<file path="config.mk">
export PLATFORM = sky130hd
export DESIGN_NAME = uuid_hex_text_encoder
export DESIGN_NICKNAME = d
export VERILOG_FILES = /design/src/hw/rtl/uhte_pkg.sv /design/src/hw/rtl/uhte_front.sv /design/src/hw/rtl/uhte_fifo.sv /design/src/hw/rtl/uhte_back.sv /design/src/hw/rtl/uuid_hex_text_encoder.sv
export SDC_FILE = /design/constraint.sdc
export NUM_CORES = 1
export LEC_CHECK = 0
export BUFFER_PORTS_ARGS = -buffer_cell sky130_fd_sc_hd__buf_2
export CAP_MARGIN = 20
export CORE_ASPECT_RATIO = 1.5
export CORE_MARGIN = 2
export CORE_UTILIZATION = 40
export DETAILED_ROUTE_END_ITERATION = 12
export GPL_TIMING_DRIVEN = 1
export PLACE_DENSITY = 0.65
export SLEW_MARGIN = 25
export SYNTH_ARGS = -nofsm -noshare
export SYNTH_HDL_FRONTEND = slang
export SYNTH_SLANG_ARGS = --single-unit
</file>
<file path="constraint.sdc">
create_clock -name i_clk -period 7.6 [get_ports i_clk]
set_input_delay 0 -clock i_clk [delete_from_list [all_inputs] [get_ports i_clk]]
set_output_delay 0 -clock i_clk [all_outputs]
set_load 0.02 [all_outputs]
</file>
<file path="src/hw/rtl/uhte_pkg.sv">
// Shared types and constants for the UUID hex text encoder.
`default_nettype none

package uhte_pkg;

    localparam int UUID_BYTES = 16;
    localparam int POS_W      = $clog2(UUID_BYTES);
    localparam int FIFO_DEPTH = 2;

    localparam logic [7:0] SIZE_PLAIN  = 8'd33;
    localparam logic [7:0] SIZE_BRACES = 8'd35;
    localparam logic [7:0] SIZE_DASHES = 8'd37;
    localparam logic [7:0] SIZE_BOTH   = 8'd39;
    localparam logic [7:0] SIZE_RESET  = 8'd39;

    localparam logic [7:0] CHAR_OPEN  = 8'h7B;
    localparam logic [7:0] CHAR_DASH  = 8'h2D;
    localparam logic [7:0] CHAR_CLOSE = 8'h7D;
    localparam logic [7:0] CHAR_NUL   = 8'h00;
    localparam logic [7:0] NIBBLE_HI  = 8'hF0;
    localparam logic [7:0] NIBBLE_LO  = 8'h0F;

    localparam int STEP_OPEN  = 0;
    localparam int STEP_DASH  = 1;
    localparam int STEP_HI    = 2;
    localparam int STEP_LO    = 3;
    localparam int STEP_CLOSE = 4;
    localparam int STEP_TERM  = 5;
    localparam int STEP_ERR   = 6;
    localparam int NUM_STEPS  = 7;

    typedef logic [NUM_STEPS-1:0] t_steps;

    typedef struct packed {
        logic [7:0] byte_val;
        t_steps     steps;
    } t_desc;

endpackage

`default_nettype wire

</file>
<file path="src/hw/rtl/uhte_front.sv">
// Front end: takes bytes, tracks the position in the UUID and plans the characters.
`default_nettype none

module uhte_front
    import uhte_pkg::*;
(
    input  wire logic        i_clk,
    input  wire logic        i_rst_n,
    input  wire logic        i_push,
    input  wire logic [7:0]  i_byte_in,
    input  wire logic        i_cfg_wr_en,
    input  wire logic [7:0]  i_cfg_wr_data,
    input  wire logic        i_fifo_full,
    output logic             o_fifo_push,
    output t_desc            o_desc
);

    logic [7:0]       r_buffer_size;
    logic [POS_W-1:0] r_byte_position;
    logic [POS_W-1:0] n_byte_position;
    logic             w_braces;
    logic             w_dashes;
    logic             w_valid;
    logic             w_last_byte;
    logic             w_dash_pos;
    t_steps           w_steps;

    always_comb begin
        w_braces = 1'b0;
        w_dashes = 1'b0;
        w_valid  = 1'b1;
        priority if (r_buffer_size == SIZE_PLAIN) begin
            w_braces = 1'b0;
        end else if (r_buffer_size == SIZE_BRACES) begin
            w_braces = 1'b1;
        end else if (r_buffer_size == SIZE_DASHES) begin
            w_dashes = 1'b1;
        end else if (r_buffer_size >= SIZE_BOTH) begin
            w_braces = 1'b1;
            w_dashes = 1'b1;
        end else begin
            w_valid = 1'b0;
        end
    end

    assign w_last_byte = (r_byte_position == POS_W'(UUID_BYTES - 1));
    assign w_dash_pos  = (r_byte_position == POS_W'(4)) || (r_byte_position == POS_W'(6))
                      || (r_byte_position == POS_W'(8)) || (r_byte_position == POS_W'(10));

    always_comb begin
        w_steps = '0;
        if (!w_valid) begin
            w_steps[STEP_ERR] = 1'b1;
        end else begin
            w_steps[STEP_OPEN]  = w_braces && (r_byte_position == '0);
            w_steps[STEP_DASH]  = w_dashes && w_dash_pos;
            w_steps[STEP_HI]    = 1'b1;
            w_steps[STEP_LO]    = 1'b1;
            w_steps[STEP_CLOSE] = w_braces && w_last_byte;
            w_steps[STEP_TERM]  = w_last_byte;
        end
    end

    assign o_fifo_push     = i_push && !i_fifo_full;
    assign o_desc.byte_val = i_byte_in;
    assign o_desc.steps    = w_steps;

    assign n_byte_position = w_last_byte ? '0 : r_byte_position + POS_W'(1);

    always_ff @(posedge i_clk) begin
        if (!i_rst_n) begin
            r_buffer_size   <= SIZE_RESET;
            r_byte_position <= '0;
        end else begin
            if (i_cfg_wr_en) begin
                r_buffer_size <= i_cfg_wr_data;
            end
            if (o_fifo_push) begin
                r_byte_position <= n_byte_position;
            end
        end
    end

endmodule

`default_nettype wire

</file>
<file path="src/hw/rtl/uhte_fifo.sv">
// Short register queue of planned bytes between the front and back ends.
`default_nettype none

module uhte_fifo
    import uhte_pkg::*;
#(
    parameter int DEPTH = FIFO_DEPTH
) (
    input  wire logic  i_clk,
    input  wire logic  i_rst_n,
    input  wire logic  i_push,
    input  wire t_desc i_desc,
    input  wire logic  i_pop,
    output logic       o_full,
    output logic       o_valid,
    output t_desc      o_head
);

    localparam int AW = (DEPTH > 1) ? $clog2(DEPTH) : 1;
    localparam int CW = $clog2(DEPTH + 1);

    t_desc         r_mem [DEPTH];
    logic [AW-1:0] r_wr_ptr;
    logic [AW-1:0] r_rd_ptr;
    logic [CW-1:0] r_count;
    logic          w_push;
    logic          w_pop;

    assign o_full  = (r_count == CW'(DEPTH));
    assign o_valid = (r_count != '0);
    assign o_head  = r_mem[r_rd_ptr];
    assign w_push  = i_push && !o_full;
    assign w_pop   = i_pop && o_valid;

    always_ff @(posedge i_clk) begin
        if (w_push) begin
            r_mem[r_wr_ptr] <= i_desc;
        end
    end

    always_ff @(posedge i_clk) begin
        if (!i_rst_n) begin
            r_wr_ptr <= '0;
            r_rd_ptr <= '0;
            r_count  <= '0;
        end else begin
            if (w_push) begin
                r_wr_ptr <= (r_wr_ptr == AW'(DEPTH - 1)) ? '0 : r_wr_ptr + AW'(1);
            end
            if (w_pop) begin
                r_rd_ptr <= (r_rd_ptr == AW'(DEPTH - 1)) ? '0 : r_rd_ptr + AW'(1);
            end
            if (w_push && !w_pop) begin
                r_count <= r_count + CW'(1);
            end else if (w_pop && !w_push) begin
                r_count <= r_count - CW'(1);
            end
        end
    end

endmodule

`default_nettype wire

</file>
<file path="src/hw/rtl/uhte_back.sv">
// Back end: puts each byte's characters in the output register, one per cycle while it is free.
`default_nettype none

module uhte_back
    import uhte_pkg::*;
(
    input  wire logic        i_clk,
    input  wire logic        i_rst_n,
    input  wire logic        i_fifo_valid,
    input  wire t_desc       i_head,
    output logic             o_fifo_pop,
    input  wire logic        i_pop,
    output logic             o_empty,
    output logic [7:0]       o_char_out,
    output logic             o_last,
    output logic             o_error,
    output logic             o_idle
);

    t_steps     r_steps;
    logic [7:0] r_byte;
    logic       r_out_valid;
    logic [7:0] r_char;
    logic       r_last;
    logic       r_err;

    t_steps     w_cur_steps;
    logic [7:0] w_cur_byte;
    t_steps     w_sel;
    t_steps     w_rest;
    logic       w_slot;
    logic       w_fire;
    logic [7:0] w_char;
    logic       w_err;

    function automatic logic [7:0] hex_digit(input logic [3:0] nibble);
        return (nibble < 4'd10) ? {4'h3, nibble} : 8'h37 + {4'h0, nibble};
    endfunction

    always_comb begin
        if (r_steps != '0) begin
            w_cur_steps = r_steps;
            w_cur_byte  = r_byte;
        end else if (i_fifo_valid) begin
            w_cur_steps = i_head.steps;
            w_cur_byte  = i_head.byte_val;
        end else begin
            w_cur_steps = '0;
            w_cur_byte  = i_head.byte_val;
        end
    end

    assign w_sel      = w_cur_steps & (~w_cur_steps + t_steps'(1));
    assign w_rest     = w_cur_steps & ~w_sel;
    assign w_slot     = !r_out_valid || i_pop;
    assign w_fire     = w_slot && (w_cur_steps != '0);
    assign o_fifo_pop = w_fire && (r_steps == '0);

    always_comb begin
        w_char = CHAR_NUL;
        w_err  = 1'b0;
        priority if (w_sel[STEP_OPEN]) begin
            w_char = CHAR_OPEN;
        end else if (w_sel[STEP_DASH]) begin
            w_char = CHAR_DASH;
        end else if (w_sel[STEP_HI]) begin
            w_char = hex_digit(4'((w_cur_byte & NIBBLE_HI) >> 4));
        end else if (w_sel[STEP_LO]) begin
            w_char = hex_digit(4'(w_cur_byte & NIBBLE_LO));
        end else if (w_sel[STEP_CLOSE]) begin
            w_char = CHAR_CLOSE;
        end else if (w_sel[STEP_ERR]) begin
            w_err = 1'b1;
        end else begin
            w_char = CHAR_NUL;
        end
    end

    always_ff @(posedge i_clk) begin
        if (o_fifo_pop) begin
            r_byte <= i_head.byte_val;
        end
        if (w_fire) begin
            r_char <= w_char;
            r_last <= (w_rest == '0);
            r_err  <= w_err;
        end
    end

    always_ff @(posedge i_clk) begin
        if (!i_rst_n) begin
            r_steps     <= '0;
            r_out_valid <= 1'b0;
        end else begin
            if (w_fire) begin
                r_steps     <= w_rest;
                r_out_valid <= 1'b1;
            end else if (i_pop) begin
                r_out_valid <= 1'b0;
            end
        end
    end

    assign o_empty    = !r_out_valid;
    assign o_char_out = r_char;
    assign o_last     = r_last;
    assign o_error    = r_err;
    assign o_idle     = (r_steps == '0);

endmodule

`default_nettype wire

</file>
<file path="src/hw/rtl/uuid_hex_text_encoder.sv">
// Top level of the UUID hex text encoder.
`default_nettype none

// Takes the 16 bytes of a UUID, most significant first, and delivers its text form one
// ASCII character per request: two upper-case hex digits per byte, with braces, dashes
// before bytes 4, 6, 8 and 10, and a zero terminator after byte 15, as the buffer size
// register selects (33 plain, 35 braces, 37 dashes, 39 and up both; any other size gives
// one error request with a zero character per byte). A byte yields one to four requests,
// and the single output character register sets the pace at one request per cycle while
// it is empty or being read by pop. When the block is idle, a byte that is taken passes
// through the queue register and then the output character register before its first
// character appears on the result ports. Write the size register only while no bytes
// are in flight.
module uuid_hex_text_encoder
    import uhte_pkg::*;
#(
    parameter int QUEUE_DEPTH = FIFO_DEPTH
) (
    input  wire logic        i_clk,
    input  wire logic        i_rst_n,
    input  wire logic        push,
    output logic             full,
    input  wire logic [7:0]  i_byte_in,
    input  wire logic        i_cfg_wr_en,
    input  wire logic [7:0]  i_cfg_wr_data,
    output logic             empty,
    input  wire logic        pop,
    output logic [7:0]       o_char_out,
    output logic             o_last,
    output logic             o_error
);

    logic  w_fifo_push;
    logic  w_fifo_pop;
    logic  w_fifo_valid;
    logic  w_back_idle;
    t_desc w_desc;
    t_desc w_head;

    uhte_front u_front (
        .i_clk         (i_clk),
        .i_rst_n       (i_rst_n),
        .i_push        (push),
        .i_byte_in     (i_byte_in),
        .i_cfg_wr_en   (i_cfg_wr_en),
        .i_cfg_wr_data (i_cfg_wr_data),
        .i_fifo_full   (full),
        .o_fifo_push   (w_fifo_push),
        .o_desc        (w_desc)
    );

    uhte_fifo #(
        .DEPTH (QUEUE_DEPTH)
    ) u_fifo (
        .i_clk   (i_clk),
        .i_rst_n (i_rst_n),
        .i_push  (w_fifo_push),
        .i_desc  (w_desc),
        .i_pop   (w_fifo_pop),
        .o_full  (full),
        .o_valid (w_fifo_valid),
        .o_head  (w_head)
    );

    uhte_back u_back (
        .i_clk        (i_clk),
        .i_rst_n      (i_rst_n),
        .i_fifo_valid (w_fifo_valid),
        .i_head       (w_head),
        .o_fifo_pop   (w_fifo_pop),
        .i_pop        (pop),
        .o_empty      (empty),
        .o_char_out   (o_char_out),
        .o_last       (o_last),
        .o_error      (o_error),
        .o_idle       (w_back_idle)
    );

`ifndef SYNTHESIS
    a_idle_byte_shows: assert property (@(posedge i_clk) disable iff (!i_rst_n)
        (push && !full && empty && !w_fifo_valid && w_back_idle) |=> ##1 !empty)
        else $error("byte taken by an idle block produced no character");

    a_error_form: assert property (@(posedge i_clk) disable iff (!i_rst_n)
        (!empty && o_error) |-> (o_last && (o_char_out == CHAR_NUL)))
        else $error("error request is not a single zero character");

    a_inner_char_nonzero: assert property (@(posedge i_clk) disable iff (!i_rst_n)
        (!empty && !o_error && !o_last) |-> (o_char_out != CHAR_NUL))
        else $error("zero character before the end of a byte");
`endif

endmodule

`default_nettype wire
</file>
Word level (Yosys, flattened, before mapping)
Memory sizes are Yosys's and may differ from the RTL's. A register that Yosys moved wholly into a read port is not among the register bits. Index checks and enable logic that the tools add are counted.

$add $sub $neg: 8. Magnitude comparators: 3. Equality and inequality tests: 9. Multiplexer cells: 32. Bitwise gates (word level): 4. Reduce and logical (&&, ||, !) cells: 28.

Operators with widths (number): $mux 8 (5); $mux 7 (4); $eq 8x6->1 const B (3); $mux 1 (19); $add 6x4->7 const A (2); $and 7x7->7 (2); $logic_not 7->1 (2); $not 7->7 (2); $reduce_bool 7->1 (2); $eq 4x4->1 const B (3); $logic_and 1x1->1 (10); $eq 4x3->1 const B (2); $ge 8x6->1 const B (1); $lt 4x4->1 const B (2); $add 7x1->7 const B (1); $mux 6 (1); $reduce_bool 2->1 (3); $reduce_or 5->1 (1); $add 4x1->4 const B (1); $logic_not 1->1 (4); $logic_not 4->1 (1); $logic_or 1x1->1 (4); $mux 2 (2); $mux 4 (1); 5 further kinds (6).

Register bits: 42. Bits in writable memories: 30. Input port bits: 21. Output and inout port bits: 12. Logic and storage cells: 97. Memories kept: 1.

Memory list: u_fifo.r_mem (depth 2, bits a word 15, rd ports 1, clocked after Yosys merged registers in 1, wr ports 1, RTL line uhte_fifo.sv:22) `t_desc r_mem [DEPTH];`.

Depth between registers and ports, before layout
Word-level depth: 10. Mapped depth: 12. Depth with buffers taken out: 10.

Hierarchy
From an unflattened synthesis, not the netlist that was laid out.

Cell total of the unflattened synthesis: 307. Area, all modules: 3578.4 um^2.

Modules (own cells, without submodules): uhte_back (times used 1, cells each 163, area an instance 1575.3 um^2, sequential area each 650.6 um^2); uhte_fifo (times used 1, cells each 72, area an instance 1318.8 um^2, sequential area each 1001.0 um^2); uhte_front (times used 1, cells each 72, area an instance 684.4 um^2, sequential area each 240.2 um^2).

Worst setup path before layout
OpenSTA, ideal clock, no wires.

Kind: register to register. Start: register u_back.r_steps[1]. End: register u_fifo.r_count[1]. Setup time: 0.072 ns. Data arrival time: 2.988 ns. Data required time: 7.528 ns. Setup slack: 4.540 ns. Stages on the path, launching flop included: 12. Period minus slack after synthesis: 3.060 ns. Cells stage by stage: dfxtp_1 buf_6 or3_4 or3_4 buf_6 o31ai_4 o31ai_2 nor2_1 inv_1 ha_1 or3_1 a21oi_1.

Cells in the longest elaborated chain, start to end: 9. Elaborated cells between the ends (all ways): 12.

Ends and longest elaborated chain: start, declared (RTL line uhte_back.sv:20) `t_steps r_steps;`; start signal, assigned (RTL line uhte_back.sv:96) `r_steps <= w_rest;`; $reduce_bool 7->1 (RTL line uhte_back.sv:41) `if (r_steps != '0) begin`; $mux 7 (RTL line uhte_back.sv:41); $reduce_bool 7->1 (RTL line uhte_back.sv:56) `assign w_fire = w_slot && (w_cur_steps != '0);`; $logic_and 1x1->1 (RTL line uhte_back.sv:56); $logic_and 1x1->1 * (RTL line uhte_back.sv:57) `assign o_fifo_pop = w_fire && (r_steps == '0);`; net u_back.o_fifo_pop (RTL line uhte_back.sv:11) `output logic o_fifo_pop,`; $logic_and 1x1->1 * (RTL line uhte_fifo.sv:33) `assign w_pop = i_pop && o_valid;`; $logic_not 1->1 (RTL line uhte_fifo.sv:53) `if (w_push && !w_pop) begin`; $logic_and 1x1->1 (RTL line uhte_fifo.sv:53); $mux 2 / $reduce_bool 2->1 (equally long branches); end signal, assigned (RTL line uhte_fifo.sv:54) `r_count <= r_count + CW'(1);`; end signal, assigned (RTL line uhte_fifo.sv:56) `r_count <= r_count - CW'(1);`; end, declared (RTL line uhte_fifo.sv:25) `logic [CW-1:0] r_count;`.

The timed path passes the listed nets; every way through them passes the cells marked *. A chain may end at the register's enable or synchronous reset.

Final worst setup path
Start: register u_back.r_steps[3]. End: register u_fifo.r_count[1].

Same word-level chain as after synthesis.

==> impl_results.md <==
- Outcome: finished clean
- Area grow syn2layout: 22.23%
- Fill cells: 727
- CTS buffer count: 9
- Synth top area share: 41.05%
- ANT nets after route: 0
- Site Rows: 40
- Placement Cell Area: 0.003521 mm2
- Register area share after synthesis: 55.64%
- CP required: 7.84 ns
- Drt wl/cell: 13.92 um
- Global-route usage over all layers: 15.30%
- Synth area leader: edfxtp_1
- Storage cell area: 0.001832 mm2
- Total iterations of the first detailed-routing run: 4
- Die Height: 115.1 um
- Share of cells above drive strength 1: 17.97%
- Worst EP arrival: 3.83 ns
- Crit-path max cell delay: 0.62 ns
- Inst Count DP: 414
- Final wirelength: 6262 um
- Gpl congestion: 0.9137
- Fin Setup TNS: 0 ns
- Dpl ws: 3.977 ns
- Cell mode on critical path: or3_4
- R2r startpoint: u_back.r_steps[3]
- Hold Path Stages: 2
- Residual DRC count: 0
- LEAKAGE: 1.508 nW
- Worst Slack Setup Final: 4.010 ns
- Vias in the first global route: 2273
- Hold Violations, Final: 0
- Antenna fix cells: 0
- Primary FF master, synth: edfxtp_1
- Largest net degree at the start of global routing: 19
- Flop2flop setup slack: 4.01 ns
- CP Depth: 9
- First-pass GRT wire length: 10570 um
- Peak supply drop: 171.1 uV
- Tightest Hold Check Type: primary input to flip-flop
- Cell area after synthesis: 0.003292 mm2
- Hold worst-path end: u_front.r_byte_position[3]
- Min Hold Slack: 0.01634 ns
- CTS tree: yes
- Crit. Startpoint: u_back.r_steps[3]
- CTS sink count: 69
- Delay-heaviest family, CP: simple AND/OR/NAND/NOR gates
- Core area: 0.008008 mm2
- Die span in x: 78.07 um
- Final setup fails: 0
- CP Class: flip-flop to flip-flop
- Area occupied by multi-input gates: 0.001358 mm2
- Avg Inst Size Synth: 11.43 um2
- Die area: 0.008986 mm2
- Hold_sp: i_rst_n
- CP startpoint kind: flip-flop
- Vias: 2369
- Fin util: 50.25%
- Dpl hpwl: 4541 um
- Critical path capture point type: flip-flop
- Number of synthesized flops with an enable pin: 45
- Instance count of the mapped netlist: 288
- Power consumption: 1.857 mW
- #FFs+latches synth: 69
- Slew margin rel.: 47.39%
- Initial antenna violation count: 0
- Worst r2r dst: u_fifo.r_count[1]
- Most common cell in the netlist: edfxtp_1
- Slowest-stage cell, CP: nor2_1
- Initial Util: 41.11%
- First DRT Iteration DRCs: 277
- Clock transition at path regs: 0.05 ns
- R2R cell count: 9
- Worst-skew pair later-pin latency: 0.32 ns
- Min Tclk post-route: 3.590 ns
- Grt ovf: 0
- Peak Freq: 278.5 MHz
- Synth unique cells: 54
- Slew Limit Fails: 0
- Finished layout cell area: 0.004024 mm2
- Synth warnings: 0
- Total Nets Final: 367
- Port Buf Inserts: 31
- Tcrit/Tclk final: 47.24%
- Root buffer cell: clkbuf_16
- Cell Pwr Density: 461.6 mW/mm2
- Top cells by count, synth: 45 x edfxtp_1, 30 x nor2_1, 24 x a21oi_1, 24 x dfxtp_1, 22 x mux2i_1
- Max cap viols: 0
- Clk_skew: 0.003491 ns
- RSZ-0062 raised after global routing: false
- # IOs: 33
- Layout Cells excl Fill: 450
- Worst path cell trace: or3_4 -> or3_4 -> o21bai_1 -> o31ai_2 -> nor2_1 -> inv_1 -> ha_1 -> or3_1 -> a21oi_1
- Area contributors post-synth: edfxtp_1 41%, dfxtp_1 15%, mux2i_1 6.7%
- CP Buf/Inv Count: 1
- Critical path fanouts, max: 11
- Clock buffer depth: 2
- H-tree depth: 3
- DR vias/cell: 5.264
- Slew @ Worst Pin: 0.7880 ns
- Post-cts sizing count: 0
- Syn nets: 315
- Async SR Flop Fraction: 0%
-- repair_timing --
item,CTS,global route
setup buffers,0,0
hold endpoints to repair,24,0
setup endpoints to repair,0,0
hold buffers,20,0
-- cells by family after synthesis --
kind of cell	Yosys count	share of synthesized area, %
AO/OA/AOI/OAI	73	15.51
XOR/XNOR	6	1.596
adder cells (fa/ha/maj)	6	2.280
buffers and inverters	22	3.192
flip-flops	69	55.64
multiplexers	30	9.426
other	1	0.1139
AND/OR/NAND/NOR	81	12.24
-- cell type report --
class                           count  share of cell area (%)
Tap cell                          105                   3.265
Inverter                           12                   1.119
Timing Repair Buffer               51                   8.831
Sequential cell                    69                   45.52
Clock buffer                       12                   6.405
Clock inverter                      4                   1.119
Multi-Input combinational cell    197                   33.74
-- where the power goes --
part           switching [mW]  internal [mW]  total, mW
sequential             0.0602          0.553      0.613
combinational           0.505          0.325      0.829
clock                   0.143          0.272      0.415
total                   0.707           1.15       1.86
-- per-layer routing --
metal,part of all wire [%],global-route usage [%],up-vias
li1,-,-,1188
met1,40,16.15,1093
met2,52,26.95,71
met3,4.6,4.082,17
met4,3.7,9.591,0
met5,0,0,-
-- state kept, by name, indices dropped and copies added, names as in the netlist, named ones only --
name	count
u_back.r_byte	8
u_front.r_buffer_size	8
u_back.o_last	1
u_back.r_out_valid	1
u_front.r_byte_position	4
u_back.o_char_out	7
u_fifo.r_wr_ptr	1
u_back.o_error	1
u_fifo.r_rd_ptr	1
u_fifo.r_count	2
u_back.r_steps	6
u_fifo.r_mem	28
-- layout by cell type, fill, tap and decap left out, types with 4 or more instances in the layout --
cell type / instances
a211o_1: 4
o21ai_0: 13
clkbuf_16: 10
nor2_1: 29
buf_2: 31
nor3_1: 9
mux2i_1: 22
edfxtp_1: 45
dfxtp_1: 24
dlygate4sd3_1: 20
a211oi_1: 6
inv_1: 11
ha_1: 6
mux2_2: 8
xor2_1: 4
o21bai_1: 4
a21oi_1: 24
nand2_1: 18
-- worst max path at each step --
stage	end	slack, ns
floorplan	u_fifo.r_count[1]	4.54
CTS	u_fifo.r_count[1]	3.94
global placement	u_fifo.r_count[1]	4.07
finish	u_fifo.r_count[1]	4.01
global route	u_fifo.r_count[1]	3.70
detailed placement	u_fifo.r_count[1]	3.98
Note: power is estimated with default switching activity, not from simulation.
